--- src/design/kvs_pkg.sv ---
package kvs_pkg;

   localparam int unsigned KEY_W = 64;
   localparam int unsigned VAL_W = 64;
   localparam int unsigned SEQ_W = 7;
   localparam logic [KEY_W-1:0] SIGN_BIT = {1'b1, {(KEY_W-1){1'b0}}};

   localparam logic [0:0] REG_VALUES_ENABLED = 1'b0;

   typedef struct packed {
      logic [KEY_W-1:0] key;
      logic [VAL_W-1:0] val;
      logic [SEQ_W-1:0] seq;
   } pair_type;

   typedef enum logic [0:0] {
      ST_LOAD,
      ST_DRAIN
   } state_type;

   function automatic logic [KEY_W-1:0] order_of(input logic [KEY_W-1:0] bits);
      logic [KEY_W-1:0] b;
      b = (bits == SIGN_BIT) ? '0 : bits;
      if (b[KEY_W-1]) begin
         return ~b;
      end
      return b | SIGN_BIT;
   endfunction

endpackage

--- src/design/kvs_cell.sv ---
// One slot of the insertion chain. Load: keep the smaller pair, pass the larger
// one up; order is key, then arrival tag, so equal keys stay in arrival order.
// Drain: shift stored pair toward slot 0.
module kvs_cell (
   input  logic              clock,
   input  logic              reset,
   input  logic              load,
   input  logic              drain,
   input  logic              clear,
   input  kvs_pkg::pair_type in_pair,
   input  logic              in_valid,
   input  kvs_pkg::pair_type up_pair,
   input  logic              up_valid,
   output kvs_pkg::pair_type out_pair,
   output logic              out_valid,
   output kvs_pkg::pair_type held_pair,
   output logic              held_valid
);

   kvs_pkg::pair_type pair_ff, pair_in, pass_in, pass_ff;
   logic              vld_ff, vld_in, pvld_in, pvld_ff;
   logic              keep;

   always_comb begin
      keep    = vld_ff && ({kvs_pkg::order_of(pair_ff.key), pair_ff.seq}
                           <= {kvs_pkg::order_of(in_pair.key), in_pair.seq});
      pair_in = pair_ff;
      vld_in  = vld_ff;
      pass_in = in_pair;
      pvld_in = 1'b0;
      if (clear) begin
         vld_in = 1'b0;
      end else if (drain) begin
         pair_in = up_pair;
         vld_in  = up_valid;
      end else if (load && in_valid) begin
         if (!vld_ff) begin
            pair_in = in_pair;
            vld_in  = 1'b1;
         end else if (keep) begin
            pass_in = in_pair;
            pvld_in = 1'b1;
         end else begin
            pair_in = in_pair;
            pass_in = pair_ff;
            pvld_in = 1'b1;
         end
      end
   end

   always_ff @(posedge clock) begin
      pair_ff <= pair_in;
      pass_ff <= pass_in;
      if (reset) begin
         vld_ff  <= 1'b0;
         pvld_ff <= 1'b0;
      end else begin
         vld_ff  <= vld_in;
         pvld_ff <= pvld_in && !clear;
      end
   end

   assign out_pair   = pass_ff;
   assign out_valid  = pvld_ff;
   assign held_pair  = pair_ff;
   assign held_valid = vld_ff;

   a_pass_needs_full: assert property (@(posedge clock) disable iff (reset)
      out_valid |-> $past(vld_ff))
      else $error("cell passed a pair while empty");

endmodule
--- config.mk ---
export PLATFORM = sky130hd
export DESIGN_NAME = kvs_cell
export DESIGN_NICKNAME = d
export VERILOG_FILES = /design/src/design/kvs_pkg.sv /design/src/design/kvs_cell.sv
export SDC_FILE = /design/constraint.sdc
export NUM_CORES = 1
export LEC_CHECK = 0
export BUFFER_PORTS_ARGS = -buffer_cell sky130_fd_sc_hd__buf_2
export CAP_MARGIN = 25
export CORE_MARGIN = 8
export CORE_UTILIZATION = 35
export CTS_BUF_LIST = sky130_fd_sc_hd__clkbuf_4
export CTS_CLUSTER_DIAMETER = 40
export DETAILED_ROUTE_END_ITERATION = 10
export HOLD_SLACK_MARGIN = 0.06
export SLEW_MARGIN = 20
export SYNTH_ARGS = -nofsm -noshare
export SYNTH_HDL_FRONTEND = slang
export SYNTH_SLANG_ARGS = --single-unit
--- constraint.sdc ---
create_clock -name clock -period 26.8 [get_ports clock]
set_input_delay 4.02 -clock clock [delete_from_list [all_inputs] [get_ports clock]]
set_output_delay 4.02 -clock clock [all_outputs]
set_load 0.1 [all_outputs]
==> run summary <==
The number of library cell types mapped by synthesis was 37; the maximum net fanout on the critical path was 67. The tools report the final cell area excluding filler cells as 0.01790 mm^2. The layout overhead on the synthesized area was 32.01%. The tools report the I/O pin count as 549. The height of the die was 212.8 um. The clock arrives with 46.41 ps of skew.

Post-placement worst setup slack: 16040 ps. Sum of negative setup slack: 0 ps. The clock drives 272 sinks. The remaining number of nets flagged by the antenna check after routing came out at 0.

Setup slack on the critical path of the routed design comes to 16840 ps. The largest single stage delay on the critical path is 910 ps. The initial utilization of the core area, before any placement, comes to 35.25%.

Buffers inserted to repair hold after CTS numbered 0. The length of routed met3 wiring came out at 5014 um. Dividing the synthesized area by the synthesized cell count gives 12.17 um^2.

The cell count of the worst reg-to-reg path is 16. In this design, the critical path's most frequently occurring cell is sky130_fd_sc_hd__buf_4. The number of nets in the synthesized netlist is 1461.

Together, buffers and inverters on the worst path number 4. The worst path uses 37.18% of the clock period. Cell with the largest stage delay on the worst path: sky130_fd_sc_hd__or4_2.

The path type of the worst setup path was input port to flop. Family with the most delay on the worst path: simple AND/OR/NAND/NOR gates. After global routing the overflow that remains totals 0. The met2 routed wirelength was 25210 um; the routed wire length per instance was 22.41 um. The tools report the post-layout utilization of the core as 46.53%. Final number of setup-violating endpoints: 0. TritonCTS built the clock tree.

The flow ran to the end, and the final reports show no timing, DRC or antenna violations. The endpoint of the most critical setup path is held_pair[12]$_DFFE_PP_. Dividing total power by cell area gives a power density of 68.65 mW/mm^2. Data arrives at the worst endpoint at 10320 ps. The worst register-to-register path ends at held_pair[12]$_DFFE_PP_.

Once placement completed, the tool counted placed cells totaling 2133. Timing startpoint of the critical path: in_pair[91]. For this block, the initial DRC count from the detailed router was 550.

For the number of maximum-capacitance violations, the log shows 0. The worst setup path is launched from an input port. In the routed design, unresolved DRC markers number 0. The total area inside the core boundary comes to 0.03847 mm^2.

The die covers 0.04529 mm^2. After clock tree synthesis, the clock-pin slew on the worst setup and hold paths is 60 ps. The flip-flop and latch count after synthesis is 272.

Routability-driven placement finished with a final weighted congestion of 0.8599. In the layout the commonest cells are sky130_fd_sc_hd__buf_2, sky130_fd_sc_hd__mux2_2, sky130_fd_sc_hd__dfxtp_1. The number of antenna violations at the first check in global routing was 26; the estimated wirelength of the detail-placed design was 39460 um. The run gives 11340 as the total via count in the routed design. In the global route stage, overall resource usage came out at 21.73%. Entering global routing, the biggest net connects 83 pins.

The design draws 1.229 mW. The global-route wire length before repair is 74000 um, and the horizontal extent of the die is 212.8 um. The first detailed-routing pass ran for 4 iterations. In the routed layout, each cell is associated on average with a via count of 4.948. The post-CTS setup buffer count came out at 0.

The setup check on the worst reg-to-reg path leaves a slack of 19880 ps. Total count of hold-check failures in the final report: 0. The tools report the startpoint of the worst register-to-register path as held_pair[104]$_DFFE_PP_. Highest metal layer used by the detailed router: met5. In the final design database the tool counted 2043 nets. Post-CTS repair changed the size of 0 cells. Static timing analysis puts the maximum clock frequency at 100.4 MHz. The mapped netlist covers 0.01356 mm^2. In this run the static leakage power is 8.056 nW. For the required time at the worst-slack endpoint, the log shows 27160 ps. Path length in cells of the critical path: 17. The tools report the via count of the first global-routing pass as 11950.

The tree is rooted in a sky130_fd_sc_hd__clkbuf_4. The path class of the tightest hold or removal check is flop to flop. Hold is met by 503.4 ps.

After detailed placement, the total cell area comes to 0.01682 mm^2. The count of cells in the finished layout, fillers not included, comes to 2291. After layout, the minimum clock period comes to 9964 ps. Yosys printed 0 warnings. The remaining max-slew budget at the tightest pin is 35.69%, and the total of buffers placed on input and output ports is 548.

The portion of the post-synthesis area used by sequential elements was 50.12%; the sum of routed wire segments on met1 was 19500 um. The logs give 0 for the final max-slew violation count and 760 ps for the clock network latency to the later pin of the worst-skew pair. For the maximum clock insertion buffer count, the log shows 3. The cell count after synthesis came out at 1114. For the worst voltage drop across the vdd grid, the log shows 0.05001 mV. The fraction of layout cells with a size suffix above 1 was 52.05%. The most common cell after layout, fill and taps aside is sky130_fd_sc_hd__buf_2. Counting the buffers created by CTS gives 77.

The sort of element at the end of the critical path is a flop. At the pin with the least slew margin, the transition time is 955.8 ps. The wire length after detailed routing was 51350 um; the number of levels the H-tree was split into was 3. Row generation in the floorplan step produced 72 rows.

Setup repair after global routing left no endpoint under its margin. The critical path goes through buf_2 -> nor4_1 -> nand4_1 -> or4_2 -> buf_4 -> nand2_1 -> ha_1 -> nand4_1 -> nor4_1 -> and3_1 -> o2111a_1 -> o31ai_1 -> a21oi_1 -> nor2_1 -> nor3_2 -> buf_4 -> buf_4.
cell type report:
type | count | area [um^2]
Inverter | 11 | 41.29
Multi-Input combinational cell | 773 | 6496
Tap cell | 518 | 648.1
Antenna cell | 15 | 37.54
Clock buffer | 122 | 915.9
Fill cell | 3682 | 20570
Sequential cell | 272 | 6797
Timing Repair Buffer | 561 | 2863
Clock inverter | 19 | 101.3
sequential cells by signal (all words and copies together) (netlist names):
| signal | cells |
|---|---|
| out_valid | 1 |
| held_pair | 135 |
| out_pair | 135 |
| held_valid | 1 |
Yosys cell counts:
| master | count | area, um^2 |
|---|---|---|
| sky130_fd_sc_hd__mux2_2 | 214 | 2410 |
| sky130_fd_sc_hd__dfxtp_1 | 137 | 2743 |
| sky130_fd_sc_hd__edfxtp_1 | 135 | 4054 |
| sky130_fd_sc_hd__nand2_1 | 88 | 330.3 |
| sky130_fd_sc_hd__nor2_1 | 73 | 274.0 |
| sky130_fd_sc_hd__ha_1 | 70 | 875.8 |
| sky130_fd_sc_hd__xnor2_1 | 63 | 551.8 |
| sky130_fd_sc_hd__xor2_1 | 63 | 551.8 |
| sky130_fd_sc_hd__mux2_1 | 50 | 563.0 |
| sky130_fd_sc_hd__clkbuf_1 | 39 | 146.4 |
| sky130_fd_sc_hd__nor4_1 | 35 | 219.0 |
| sky130_fd_sc_hd__a21oi_1 | 34 | 170.2 |
| sky130_fd_sc_hd__nand4_1 | 21 | 131.4 |
| sky130_fd_sc_hd__o21ai_0 | 21 | 105.1 |
| sky130_fd_sc_hd__inv_1 | 11 | 41.29 |
| sky130_fd_sc_hd__buf_2 | 9 | 45.04 |
| sky130_fd_sc_hd__nand3_1 | 8 | 40.04 |
| sky130_fd_sc_hd__nor3_1 | 6 | 30.03 |
| sky130_fd_sc_hd__buf_1 | 5 | 18.77 |
| sky130_fd_sc_hd__buf_4 | 5 | 37.54 |
| sky130_fd_sc_hd__a21o_1 | 3 | 22.52 |
| sky130_fd_sc_hd__a22oi_1 | 3 | 22.52 |
| sky130_fd_sc_hd__and3_1 | 3 | 18.77 |
| sky130_fd_sc_hd__nand2b_1 | 3 | 18.77 |
| sky130_fd_sc_hd__a211oi_1 | 2 | 15.01 |
| sky130_fd_sc_hd__nor4b_1 | 2 | 17.52 |
| sky130_fd_sc_hd__a2111o_1 | 1 | 11.26 |
| sky130_fd_sc_hd__a21boi_0 | 1 | 7.510 |
| sky130_fd_sc_hd__a222oi_1 | 1 | 10.01 |
| sky130_fd_sc_hd__a31oi_1 | 1 | 6.260 |
| sky130_fd_sc_hd__a32oi_1 | 1 | 8.760 |
| sky130_fd_sc_hd__nor2b_1 | 1 | 6.260 |
| sky130_fd_sc_hd__nor4_4 | 1 | 21.27 |
| sky130_fd_sc_hd__o2111a_1 | 1 | 11.26 |
| sky130_fd_sc_hd__o31a_1 | 1 | 8.760 |
| sky130_fd_sc_hd__o31ai_1 | 1 | 7.510 |
| sky130_fd_sc_hd__or4_1 | 1 | 7.510 |
routing by layer:
metal | vias up | GRT usage, %
met5 | - | 0
met3 | 100 | 8.425
li1 | 5277 | -
met1 | 5453 | 24.05
met2 | 495 | 36.02
met4 | 12 | 11.07
kinds of logic (layout without fill, tap and decap cells):
group	Yosys count	in the layout	synth area share [%]
compound gates	71	71	2.999
xor+xnor	126	126	8.139
fa+ha+maj	70	70	6.459
buf+inv	69	713	2.132
flops	272	272	50.12
mux	264	264	21.92
other cells	0	15	0
simple gates	242	242	8.222
report_power, final:
group | switching, mW | leakage, nW | total, mW | internal (mW)
Clock | 0.191 | 0.615 | 0.399 | 0.209
Sequential | 0.0167 | 2.43 | 0.482 | 0.466
Combinational | 0.261 | 5.01 | 0.347 | 0.0863
Total | 0.468 | 8.06 | 1.23 | 0.761
how the worst min path moves through the flow:
stage,startpoint,to,slack (ps),depth (start not counted)
2_1_floorplan,held_valid$_SDFFE_PP0N_,out_valid$_SDFF_PP0_,990,2
3_3_place_gp,held_pair[13]$_DFFE_PP_,out_pair[13]$_DFF_P_,480,1
3_5_place_dp,held_pair[20]$_DFFE_PP_,out_pair[20]$_DFF_P_,480,1
4_1_cts,held_pair[11]$_DFFE_PP_,out_pair[11]$_DFF_P_,510,1
5_1_grt,held_pair[57]$_DFFE_PP_,out_pair[57]$_DFF_P_,520,1
6_report,held_pair[12]$_DFFE_PP_,out_pair[12]$_DFF_P_,500,1
(Power assumes the default switching activity.)
